===== config.mk =====
export PLATFORM = sky130hd
export DESIGN_NAME = baro_sensor_compensation_unit
export DESIGN_NICKNAME = d
export VERILOG_FILES = /design/src/design/bcu_pkg.sv /design/src/design/bcu_arith.sv /design/src/design/baro_sensor_compensation_unit.sv
export SDC_FILE = /design/constraint.sdc
export NUM_CORES = 2
export LEC_CHECK = 0
export BUFFER_PORTS_ARGS = -buffer_cell sky130_fd_sc_hd__clkbuf_2
export CAP_MARGIN = 25
export CORE_MARGIN = 2
export CORE_UTILIZATION = 40
export CTS_BUF_LIST = sky130_fd_sc_hd__clkbuf_4
export CTS_CLUSTER_DIAMETER = 80
export DETAILED_ROUTE_END_ITERATION = 8
export GPL_TIMING_DRIVEN = 0
export PLACE_DENSITY = 0.55
export SYNTH_ARGS = -nofsm -noshare
export SYNTH_HDL_FRONTEND = slang
export SYNTH_SLANG_ARGS = --single-unit

===== constraint.sdc =====
create_clock -name clk -period 15.1 [get_ports clk]
set_input_delay 2.265 -clock clk [delete_from_list [all_inputs] [get_ports clk]]
set_output_delay 2.265 -clock clk [all_outputs]
set_load 0.01 [all_outputs]

===== src/design/bcu_pkg.sv =====
`default_nettype none
package bcu_pkg;

  localparam int unsigned CntW  = 7;

  // Input operation and result kind codes.
  localparam logic OP_TEMP  = 1'b0;
  localparam logic OP_PRESS = 1'b1;

  // Configuration register indexes.
  localparam logic [2:0] REG_TEMP    = 3'd0;
  localparam logic [2:0] REG_PRESS_A = 3'd1;
  localparam logic [2:0] REG_PRESS_B = 3'd2;
  localparam logic [2:0] REG_PRESS_C = 3'd3;

  typedef enum logic {
    AOP_MUL,
    AOP_DIV
  } arith_op_t;

  typedef struct packed {
    logic             start;
    arith_op_t        op;
    logic [CntW-1:0]  nbits;
  } arith_ctl_t;

endpackage
`default_nettype wire


===== src/design/bcu_arith.sv =====
`default_nettype none
// Serial arithmetic unit: a signed-multiplier shift-add multiply that takes
// one multiplier bit per cycle (the top bit has negative weight, result wraps
// at 64 bits), and an unsigned restoring divide that takes one quotient bit
// per cycle.
module bcu_arith (
  input  wire logic                clk,
  input  wire logic                rst,
  input  wire bcu_pkg::arith_ctl_t ctl,
  input  wire logic [63:0]         opa,
  input  wire logic [63:0]         opb,
  output logic [63:0]              result,
  output logic                     done,
  output logic                     busy
);
  import bcu_pkg::*;

  logic [63:0]     acc;
  logic [63:0]     mc;
  logic [63:0]     mp;
  logic [CntW-1:0] cnt;
  logic [CntW-1:0] last;
  arith_op_t       op;
  logic [64:0]     rem_sh;
  logic            fits;

  assign rem_sh = {acc, mp[63]};
  assign fits   = rem_sh >= {1'b0, mc};
  assign result = (op == AOP_DIV) ? mp : acc;

  always_ff @(posedge clk) begin
    if (rst) begin
      busy <= 1'b0;
      done <= 1'b0;
      cnt  <= '0;
      op   <= AOP_MUL;
      last <= '0;
    end else begin
      done <= 1'b0;
      if (ctl.start) begin
        busy <= 1'b1;
        op   <= ctl.op;
        cnt  <= '0;
        last <= (ctl.op == AOP_DIV) ? CntW'(63) : ctl.nbits - CntW'(1);
        acc  <= '0;
        mc   <= (ctl.op == AOP_DIV) ? opb : opa;
        mp   <= (ctl.op == AOP_DIV) ? opa : opb;
      end else if (busy) begin
        unique case (op)
          AOP_MUL: begin
            if (mp[0]) begin
              acc <= (cnt == last) ? acc - mc : acc + mc;
            end
            mc <= {mc[62:0], 1'b0};
            mp <= {1'b0, mp[63:1]};
          end
          AOP_DIV: begin
            acc <= fits ? 64'(rem_sh - {1'b0, mc}) : rem_sh[63:0];
            mp  <= {mp[62:0], fits};
          end
          default: ;
        endcase
        cnt <= cnt + CntW'(1);
        if (cnt == last) begin
          busy <= 1'b0;
          done <= 1'b1;
        end
      end
    end
  end

  a_start_idle: assert property (@(posedge clk) disable iff (rst) ctl.start |-> !busy)
    else $error("arith start while busy");
  a_done_ends: assert property (@(posedge clk) disable iff (rst) done |-> !busy)
    else $error("arith done while still busy");
  a_done_pulse: assert property (@(posedge clk) disable iff (rst) done |=> !done)
    else $error("arith done held two cycles");

endmodule
`default_nettype wire


===== src/design/baro_sensor_compensation_unit.sv =====
`default_nettype none
// Channel  | Direction | Handshake              | Word
// config   | in        | cfg_valid / cfg_ready  | cfg_index, cfg_data
// sample   | in        | in_valid / in_stall    | op, raw_sample
// result   | out       | out_valid / out_stall  | kind, temperature_centi,
//          |           |                        | pressure_q24_8, zero_divisor
// A temperature word takes three serial multiplies of 16, 32 and 16 bits.
// A pressure word takes ten serial multiplies of 14 to 51 bits and one 64-bit
// divide, all on the single shared unit.
// A zero divisor ends a pressure word after the sixth multiply.
// Reset clears the coefficients, the fine temperature and all control state.
// A new sample is taken once the sequencer is idle, even while the previous
// result waits under out_stall; the last step waits for the output register.
module baro_sensor_compensation_unit (
  input  wire logic        clk,
  input  wire logic        rst,
  input  wire logic        cfg_valid,
  output logic             cfg_ready,
  input  wire logic [2:0]  cfg_index,
  input  wire logic [47:0] cfg_data,
  input  wire logic        in_valid,
  output logic             in_stall,
  input  wire logic        op,
  input  wire logic [19:0] raw_sample,
  output logic             out_valid,
  input  wire logic        out_stall,
  output logic             kind,
  output logic [31:0]      temperature_centi,
  output logic [31:0]      pressure_q24_8,
  output logic             zero_divisor
);
  import bcu_pkg::*;

  typedef enum logic [4:0] {
    S_IDLE, S_T_A, S_T_B, S_T_C, S_T_OUT,
    S_P_SQ, S_P_V2A, S_P_V2B, S_P_V1A, S_P_V1B, S_P_V1C, S_P_NUM, S_P_DIV,
    S_P_H1, S_P_H2, S_P_V2, S_P_OUT, S_P_ZERO
  } state_t;

  state_t      state;
  logic        pend;
  logic [47:0] temp_coefs, press_coefs_a, press_coefs_b, press_coefs_c;
  logic [31:0] fine_temperature;
  logic [19:0] adc;
  logic [63:0] r_v1, r_v2, r_m, r_d, r_n, r_p;
  logic        q_neg;
  logic        out_load;

  arith_ctl_t  ctl;
  logic [63:0] opa, opb, prod;
  logic        done, busy;

  logic [31:0] t_x, t_b, t_fine, t_out, t_prod32;
  logic [63:0] v1w, h, sum, p_fin;

  bcu_arith u_arith (
    .clk(clk), .rst(rst), .ctl(ctl), .opa(opa), .opb(opb),
    .result(prod), .done(done), .busy(busy)
  );

  assign cfg_ready = 1'b1;
  assign in_stall  = (state != S_IDLE);

  assign out_load = ((state == S_T_OUT) || (state == S_P_OUT) || (state == S_P_ZERO))
                  && (!out_valid || !out_stall);

  assign t_x = 32'(adc[19:3]) - {15'b0, temp_coefs[15:0], 1'b0};
  assign t_b = 32'(adc[19:4]) - {16'b0, temp_coefs[15:0]};
  assign t_prod32 = 32'($signed(prod[31:0]) >>> 14);
  assign t_fine = 32'($signed(r_v1[31:0]) >>> 11) + t_prod32;
  assign t_out = 32'($signed(32'({fine_temperature, 2'b0}) + fine_temperature
                 + 32'd128) >>> 8);

  assign v1w = {{32{fine_temperature[31]}}, fine_temperature} - 64'd128000;
  assign h   = 64'($signed(r_p) >>> 13);
  assign sum = r_p + r_v1 + r_v2;
  assign p_fin = 64'($signed(sum) >>> 8)
               + {{44{press_coefs_c[15]}}, press_coefs_c[15:0], 4'b0};

  // Operand selection for the shared serial unit.
  always_comb begin
    ctl.start = (state != S_IDLE) && (state != S_T_OUT) && (state != S_P_OUT)
              && (state != S_P_ZERO) && !pend;
    ctl.op    = AOP_MUL;
    ctl.nbits = CntW'(16);
    opa = '0;
    opb = '0;
    unique case (state)
      S_T_A: begin
        opa = {32'b0, t_x};
        opb = {{48{temp_coefs[31]}}, temp_coefs[31:16]};
      end
      S_T_B: begin
        opa = {32'b0, t_b};
        opb = {32'b0, t_b};
        ctl.nbits = CntW'(32);
      end
      S_T_C: begin
        opa = {32'b0, 32'($signed(r_m[31:0]) >>> 12)};
        opb = {48'b0, temp_coefs[47:32]};
      end
      S_P_SQ: begin
        opa = v1w;
        opb = v1w;
        ctl.nbits = CntW'(34);
      end
      S_P_V2A: begin
        opa = r_m;
        opb = {48'b0, press_coefs_b[47:32]};
      end
      S_P_V2B: begin
        opa = v1w;
        opb = {48'b0, press_coefs_b[31:16]};
      end
      S_P_V1A: begin
        opa = r_m;
        opb = {48'b0, press_coefs_a[47:32]};
      end
      S_P_V1B: begin
        opa = v1w;
        opb = {48'b0, press_coefs_a[31:16]};
      end
      S_P_V1C: begin
        opa = 64'h0000_8000_0000_0000 + r_m;
        opb = {48'b0, press_coefs_a[15:0]};
        ctl.nbits = CntW'(17);
      end
      S_P_NUM: begin
        opa = {64'(21'd1048576 - 21'(adc)) << 31} - r_v2;
        opb = 64'd3125;
        ctl.nbits = CntW'(14);
      end
      S_P_DIV: begin
        ctl.op = AOP_DIV;
        opa = r_n[63] ? 64'(0 - r_n) : r_n;
        opb = r_d[63] ? 64'(0 - r_d) : r_d;
      end
      S_P_H1: begin
        opa = h;
        opb = {48'b0, press_coefs_c[47:32]};
      end
      S_P_H2: begin
        opa = r_m;
        opb = h;
        ctl.nbits = CntW'(51);
      end
      S_P_V2: begin
        opa = r_p;
        opb = {48'b0, press_coefs_c[31:16]};
      end
      default: ;
    endcase
  end

  always_ff @(posedge clk) begin
    if (rst) begin
      state            <= S_IDLE;
      pend             <= 1'b0;
      out_valid        <= 1'b0;
      temp_coefs       <= '0;
      press_coefs_a    <= '0;
      press_coefs_b    <= '0;
      press_coefs_c    <= '0;
      fine_temperature <= '0;
    end else begin
      if (cfg_valid && cfg_ready) begin
        unique case (cfg_index)
          REG_TEMP:    temp_coefs    <= cfg_data;
          REG_PRESS_A: press_coefs_a <= cfg_data;
          REG_PRESS_B: press_coefs_b <= cfg_data;
          REG_PRESS_C: press_coefs_c <= cfg_data;
          default: ;
        endcase
      end
      if (out_valid && !out_stall && !out_load) begin
        out_valid <= 1'b0;
      end
      if (ctl.start) begin
        pend <= 1'b1;
      end
      if (done) begin
        pend <= 1'b0;
      end
      unique case (state)
        S_IDLE: begin
          if (in_valid) begin
            adc   <= raw_sample;
            state <= (op == OP_PRESS) ? S_P_SQ : S_T_A;
          end
        end
        S_T_A: if (done) begin
          r_v1  <= prod;
          state <= S_T_B;
        end
        S_T_B: if (done) begin
          r_m   <= prod;
          state <= S_T_C;
        end
        S_T_C: if (done) begin
          fine_temperature <= t_fine;
          state            <= S_T_OUT;
        end
        S_T_OUT: if (out_load) begin
          out_valid         <= 1'b1;
          kind              <= OP_TEMP;
          temperature_centi <= t_out;
          pressure_q24_8    <= '0;
          zero_divisor      <= 1'b0;
          state             <= S_IDLE;
        end
        S_P_SQ: if (done) begin
          r_m   <= prod;
          state <= S_P_V2A;
        end
        S_P_V2A: if (done) begin
          r_v2  <= prod;
          state <= S_P_V2B;
        end
        S_P_V2B: if (done) begin
          r_v2  <= r_v2 + {prod[46:0], 17'b0}
                 + {{13{press_coefs_b[15]}}, press_coefs_b[15:0], 35'b0};
          state <= S_P_V1A;
        end
        S_P_V1A: if (done) begin
          r_m   <= 64'($signed(prod) >>> 8);
          state <= S_P_V1B;
        end
        S_P_V1B: if (done) begin
          r_m   <= r_m + {prod[51:0], 12'b0};
          state <= S_P_V1C;
        end
        S_P_V1C: if (done) begin
          r_d   <= 64'($signed(prod) >>> 33);
          state <= (64'($signed(prod) >>> 33) == 64'd0) ? S_P_ZERO : S_P_NUM;
        end
        S_P_NUM: if (done) begin
          r_n   <= prod;
          q_neg <= prod[63] ^ r_d[63];
          state <= S_P_DIV;
        end
        S_P_DIV: if (done) begin
          r_p   <= q_neg ? 64'(0 - prod) : prod;
          state <= S_P_H1;
        end
        S_P_H1: if (done) begin
          r_m   <= prod;
          state <= S_P_H2;
        end
        S_P_H2: if (done) begin
          r_v1  <= 64'($signed(prod) >>> 25);
          state <= S_P_V2;
        end
        S_P_V2: if (done) begin
          r_v2  <= 64'($signed(prod) >>> 19);
          state <= S_P_OUT;
        end
        S_P_OUT: if (out_load) begin
          out_valid         <= 1'b1;
          kind              <= OP_PRESS;
          temperature_centi <= '0;
          pressure_q24_8    <= p_fin[31:0];
          zero_divisor      <= 1'b0;
          state             <= S_IDLE;
        end
        S_P_ZERO: if (out_load) begin
          out_valid         <= 1'b1;
          kind              <= OP_PRESS;
          temperature_centi <= '0;
          pressure_q24_8    <= '0;
          zero_divisor      <= 1'b1;
          state             <= S_IDLE;
        end
        default: state <= S_IDLE;
      endcase
    end
  end

  a_accept_leaves_idle: assert property (@(posedge clk) disable iff (rst)
    (in_valid && !in_stall) |=> (state != S_IDLE))
    else $error("accepted sample did not start the sequencer");
  a_done_pending: assert property (@(posedge clk) disable iff (rst) done |-> pend)
    else $error("arith done without a pending operation");
  a_zero_result: assert property (@(posedge clk) disable iff (rst)
    (out_valid && zero_divisor) |-> (kind == OP_PRESS && pressure_q24_8 == 32'd0))
    else $error("zero divisor flag on a nonzero or temperature result");
  a_busy_idle: assert property (@(posedge clk) disable iff (rst)
    (state == S_IDLE) |-> !busy)
    else $error("arith unit busy while sequencer idle");

endmodule
`default_nettype wire

; ---- Word level (Yosys, flattened, before mapping)
; Index checks and enable logic that the tools add are counted.
[totals]
register_bits = 844
latchBits = 0
mem_bits_rw = 0
romBits = 0
in_bits = 77
out_inout_bits = 69
elab_cells = 225
n_memories = 0
[op_classes]
n_addsub = 23
n_mul = 0
div_mod_pow = 0
n_lt_le_gt_ge = 1
n_eq_ne = 49
n_shift = 0
n_mux = 66
bitwise_logic = 4
n_reduce_logical = 54
[op_table]
columns = operator, count
row1 = 64-bit two-way mux, 20
row2 = 64-bit one-hot mux with 14 select lines, 1
row3 = 64-bit one-hot mux with 10 select lines, 1
row4 = 64-bit one-hot mux with 3 select lines, 2
row5 = 64-bit adder, 4
row6 = 64-bit one-hot mux with 2 select lines, 2
row7 = 64-bit subtractor, 3
row8 = 32-bit one-hot mux with 2 select lines, 2
row9 = "1-bit by 64-bit subtractor with 64-bit output, first input constant", 2
row10 = 32-bit two-way mux, 3
row11 = 5-bit two-way mux, 17
row12 = 40-bit adder, 2
row13 = 40-bit one-hot mux with 2 select lines, 1
row14 = 5-bit one-hot mux with 16 select lines, 1
row15 = 65-bit by 64-bit greater-or-equal comparator with 1-bit output, 1
row16 = "48-bit by 64-bit adder with 64-bit output, first input constant", 1
row17 = 64-bit logical NOT, 1
row18 = "5-bit by 4-bit == test with 1-bit output, second input constant", 8
row19 = 40-bit two-way mux, 1
row20 = "2-bit by 1-bit != test with 1-bit output, second input constant", 19
row21 = 32-bit by 20-bit adder with 32-bit output, 1
row22 = "32-bit by 8-bit adder with 32-bit output, second input constant", 1
row23 = "1-bit by 31-bit subtractor with 32-bit output, first input constant", 1
row24 = 6-bit one-hot mux with 5 select lines, 1
row25 = other kinds (40), 101

; ---- Depth between registers and ports, before layout
[depth]
word_depth = 9
depth_mapped = 28
ltp_nobuf = 28

; ---- Cells and area by module
; A second synthesis with hierarchy kept.
[hier_totals]
hier_cells = 7641
area_unflattened_um2 = 65953.3
[by_module_without_submodules]
columns = mod, n_inst, cells_each, area_per_inst_um2, seq_area_each_um2
row1 = baro_sensor_compensation_unit, 1, 5152, 45072.0, 16615.9
row2 = bcu_arith, 1, 2489, 20881.3, 6105.9

; ---- Worst setup path before layout
; No wires, ideal clock.
[synth_path]
path_kind = reg2reg
from = reg u_arith.op
to = reg r_v2[62], data pin
setup_ns = 0.271
arrival_ns = 5.956
t_required_ns = 14.829
path_slack_ns = 8.873
stages_incl_launch_ff = 24
n_path_buf = 7
period_less_slack_ns = 6.227
cell_sequence = dfxtp_1 buf_2 buf_1 clkbuf_1 buf_1 buf_2 clkbuf_1 clkbuf_1 mux2i_1 inv_1 ha_1 ha_1 o21a_1 o31a_1 o21ai_0 a311o_1 a31o_2 o31ai_1 a221oi_1 o21a_1 o21ai_0 a221oi_1 xor2_1 o211ai_1
[synth_via]
elab_chain_cells = 5
elab_cells_between_ends = 7
classes_between = add/sub (2) / mux (5)
[synth_rtl]
columns = element, line_no
row1 = "start, declared", bcu_arith.sv:23  ; arith_op_t op;
row2 = "start signal, assigned", bcu_arith.sv:42  ; op <= ctl.op;
row3 = 64-bit two-way mux, bcu_arith.sv:29  ; assign result = (op == AOP_DIV) ? mp : acc;
row4 = named net prod[4], baro_sensor_compensation_unit.sv:50  ; logic [63:0] opa, opb, prod;
row5 = 64-bit adder, baro_sensor_compensation_unit.sv:220  ; r_v2 <= r_v2 + {prod[46:0], 17'b0}
row6 = 64-bit adder, baro_sensor_compensation_unit.sv:221  ; + {{13{press_coefs_b[15]}}, press_coefs_b[15:0], 35'b0};
row7 = 64-bit two-way mux, baro_sensor_compensation_unit.sv:219  ; S_P_V2B: if (done) begin
row8 = 64-bit one-hot mux with 3 select lines, baro_sensor_compensation_unit.sv:184  ; unique case (state)
row9 = "end signal, assigned", baro_sensor_compensation_unit.sv:216  ; r_v2 <= prod;
row10 = "end signal, assigned", baro_sensor_compensation_unit.sv:220
row11 = "end signal, assigned", baro_sensor_compensation_unit.sv:254  ; r_v2 <= 64'($signed(prod) >>> 19);
row12 = "end, declared", baro_sensor_compensation_unit.sv:45  ; logic [63:0] r_v1, r_v2, r_m, r_d, r_n, r_p;
; The timed path passes the listed nets, and every way through them passes these cells. The select of a mux whose other input is x is not followed.
; A chain may end at the register's enable or synchronous reset.

; ---- Final worst setup path
; Same ends and word-level chain as after synthesis.

==> impl_metrics.csv <==
group,metric,value,unit
yosys,syn_nets,7894,
yosys,syn_area,64000,µm²
placement,hpwl,307000,µm
yosys,synth_compound_gate_area_share,0.235,
floorplan,num_rows,146,
routing,drc,2,
placement,io_buffers,143,
yosys,synth-edff-count,598,
yosys,muxShareOfSynthArea,0.0205,
routing,wl_per_cell,37.1,µm
timing,setup_viol,0,
yosys,synth_fa_ha_area_frac,0.101,
cells_and_area,nNetsFinal,8459,
grt,grt_pass1_vias,61900,
worst_setup_path,worstReg2RegStart,"u_arith.op$_SDFFE_PP0P_",
yosys,yosys.area_share.simple,0.164,
grt,overflow,0,
clock_network,clkTransAtPathRegs,0.06,ns
clock_network,cts_tree,"yes",
worst_setup_path,startpoint,"u_arith.op$_SDFFE_PP0P_",
worst_setup_path,crit_path_cell_trace,"buf_2 -> buf_1 -> clkbuf_1 -> buf_1 -> buf_2 -> clkbuf_1 -> clkbuf_1 -> mux2i_1 -> inv_1 -> ha_1 -> ha_1 -> o21a_1 -> o31a_1 -> o21ai_0 -> a311o_1 -> a31o_2 -> o31ai_1 -> a221oi_1 -> o21a_1 -> o21ai_0 -> a221oi_1 -> xor2_1 -> o211ai_1",
cells_and_area,layout-drive-gt1-share,0.104,
routing,drt_wl_total,378000,µm
yosys,synth-xor-area-share,0.0816,
timing,final-hold-violation-count,0,
timing,fin_skew,0.140,ns
clock_network,cts_buffer_depth,4,
timing,period_share,0.664,
worst_setup_path,critical_path.startpoint_type,"flip-flop",
cells_and_area,area_growth,14.1,%
worst_setup_path,critPathTopFamily,"buffers and inverters",
yosys,ys_seq_area_frac,0.355,
timing,worst_pin_slew,1.30,ns
floorplan,die_height,404,µm
timing,fmaxAchievable,99.8,MHz
cells_and_area,fin_util,0.460,
worst_setup_path,worst_ep_arrival_time,11.08,ns
routing,via_count,67400,
grt,grt_pass1_wl,506000,µm
worst_setup_path,crit_path_frequent_cell,"clkbuf_1",
routing,drt_pass1_iterations,9,
clock_network,clock-sinks,836,
placement,place.gp.congestion,1.10,
timing,finalSetupTns,0,ns
cells_and_area,nFillCells,15900,
timing,rsz0062_at_grt,"false",
worst_setup_path,critPathKind,"flip-flop to flip-flop",
floorplan,die-area,163000,µm²
power,vdd_drop_max,0.000155,V
yosys,yosys_register_bits,836,
yosys,synthCells,7343,
floorplan,core,159000,µm²
yosys,yosysUniqueCellTypes,88,
clock_network,clock_latency,1.45,ns
worst_hold_path,min_from,"u_arith.last[6]$_SDFFE_PP0P_",
yosys,syn_avg_cell_area,8.71,µm²
worst_setup_path,cp_data_required_time,16.16,ns
timing,slew_violations,0,
clock_network,cts_buffers,278,
routing,detail-route-antenna-nets,0,
floorplan,ios,146,
grt,antenna_found_initial,47,
power,p_per_area,255,nW/µm²
worst_setup_path,worstPathBufferInverterCount,8,
clock_network,ctsResizeCount,0,
timing,slew_headroom,0.110,
clock_network,root_buffer,"clkbuf_4",
timing,period_needed,10.02,ns
worst_setup_path,cpPeakStageDelay,0.87,ns
routing,routed_via_density,6.62,
worst_setup_path,path_max_fanout,10,
grt,grt_usage,0.450,
clock_network,cts_setup_buffers,0,
grt,grt_max_degree,43,
worst_setup_path,worst_path_max_delay_cell,"clkbuf_1",
worst_setup_path,end_kind,"flip-flop",
run_status,violations,"design-rule violations",
clock_network,cts-hold-fix-buffers,0,
power,cellLeakagePower,0.0274,µW
job,max-cap-violations,0,
floorplan,chipWidth,404,µm
yosys,async_reset_ff_frac,0,
routing,drt_first_iter_violations,10800,
yosys,yosys_warnings,0,
floorplan,start_util,0.403,
yosys,ys.flop_type,"edfxtp_1",
clock_network,htreeDepth,5,
yosys,synth_top_family_by_area,"compound AO/OA/AOI/OAI gates",
worst_hold_path,hp-class,"flip-flop to flip-flop",
run_status,status,"finished, violations left",
logic make-up after synthesis:
logic type | Yosys count
mux | 129
compound gates | 2336
flops | 836
xor+xnor | 596
other cells | 1
fa+ha+maj | 474
buf+inv | 716
simple gates | 2255
final timing paths:
check | depth (start not counted) | endpoint | slack (ns)
min | 2 | u_arith.last[6]$_SDFFE_PP0P_ | 0.44
max reg2reg | 23 | r_v2[62]$_DFFE_PP_ | 5.08
max | 23 | r_v2[62]$_DFFE_PP_ | 5.08
min reg2reg | 2 | u_arith.last[6]$_SDFFE_PP0P_ | 0.44
cell usage in the layout, fill, tap and decap left out, drive strengths merged, types with 172 or more instances in the layout:
cell type  count
inv          298
o21ai        445
xnor2        386
nor2         473
a21oi        786
clkbuf       895
dfxtp        238
ha           401
nand2        921
a21o         172
edfxtp       598
buf          207
xor2         210
registers in the layout (all words and copies together), names as in the netlist, 5 cells and up:
name / cells
r_m: 64
state: 5
press_coefs_c: 48
press_coefs_a: 48
r_p: 64
temp_coefs: 48
u_arith.cnt: 7
u_arith.acc: 64
u_arith.mc: 64
fine_temperature: 22
temperature_centi: 24
u_arith.mp: 64
adc: 20
pressure_q24_8: 32
r_v2: 64
r_v1: 40
r_d: 31
r_n: 64
press_coefs_b: 48
u_arith.last: 7
report_power, final:
| group | leakage, µW | switching [µW] | internal [µW] |
|---|---|---|---|
| registers | 0.00738 | 453 | 3270 |
| logic | 0.0180 | 8310 | 4170 |
| clock network | 0.00201 | 1190 | 1250 |
| total | 0.0274 | 9950 | 8690 |
worst register-to-register path: stages, from the launching register on:
cell      delay, ns
dfxtp_1        0.31
buf_2          0.27
buf_1          0.55
clkbuf_1       0.80
buf_1          0.76
buf_2          0.52
clkbuf_1       0.36
clkbuf_1       0.87
mux2i_1        0.58
inv_1          0.50
ha_1           0.46
ha_1           0.33
o21a_1         0.19
o31a_1         0.14
o21ai_0        0.54
a311o_1        0.31
a31o_2         0.24
o31ai_1        0.16
a221oi_1       0.42
o21a_1         0.29
o21ai_0        0.25
a221oi_1       0.54
xor2_1         0.20
o211ai_1       0.09
through the flow:
step	setup slack, ns	area [µm²]	instances	hold WS [ns]	total power, µW
after global placement	4.45	67300	9558	0.433	15200
after CTS	4.82	72700	10100	0.438	18000
after detailed placement	4.91	69400	9680	0.431	15600
final	5.08	73000	10200	0.438	18600
after global routing	4.92	73000	10200	0.464	19400
after floorplan	8.87	64000	7343	0.420	11100
Yosys cell counts (52+ instances only):
library cell / number / area [µm²]
ha_1: 401 / 5020
fa_1: 73 / 1460
o211ai_1: 66 / 495
a31oi_1: 68 / 425
a21o_1: 172 / 1290
a211oi_1: 92 / 691
nand2b_1: 64 / 400
buf_1: 52 / 195
a222oi_1: 62 / 621
mux2i_1: 114 / 1140
o221ai_1: 89 / 780
inv_1: 294 / 1100
clkbuf_1: 346 / 1300
edfxtp_1: 598 / 18000
xnor2_1: 386 / 3380
nand3_1: 169 / 846
nand2_1: 921 / 3460
nor2b_1: 55 / 344
nor2_1: 473 / 1780
nand4_1: 74 / 463
a221oi_1: 63 / 552
and3_1: 68 / 425
nor3_1: 139 / 696
dfxtp_1: 238 / 4760
a21oi_1: 786 / 3930
o21ai_0: 441 / 2210
o21bai_1: 54 / 405
o31ai_1: 78 / 586
xor2_1: 210 / 1840
area by class of cell:
| class | instances | area (µm²) | share of cell area |
|---|---|---|---|
| antenna | 19 | 47.5 | 0.000651 |
| buffer | 415 | 1610 | 0.0221 |
| clock buffer | 404 | 3030 | 0.0416 |
| clock inverter | 63 | 299 | 0.00410 |
| inverter | 301 | 1130 | 0.0155 |
| multi-input combinational | 5791 | 38800 | 0.532 |
| sequential | 836 | 22700 | 0.311 |
| tap | 2072 | 2590 | 0.0355 |
| timing repair buffer | 285 | 2760 | 0.0378 |
per-layer routing:
| metal | track usage | routed length (µm) | vias up |
|---|---|---|---|
| met5 | 0 | 276 | - |
| met4 | 0.288 | 27400 | 24 |
| met3 | 0.163 | 52000 | 987 |
| met2 | 0.607 | 147000 | 4972 |
| met1 | 0.602 | 151000 | 32900 |
| li1 | - | - | 28500 |
(Power assumes the default switching activity.)
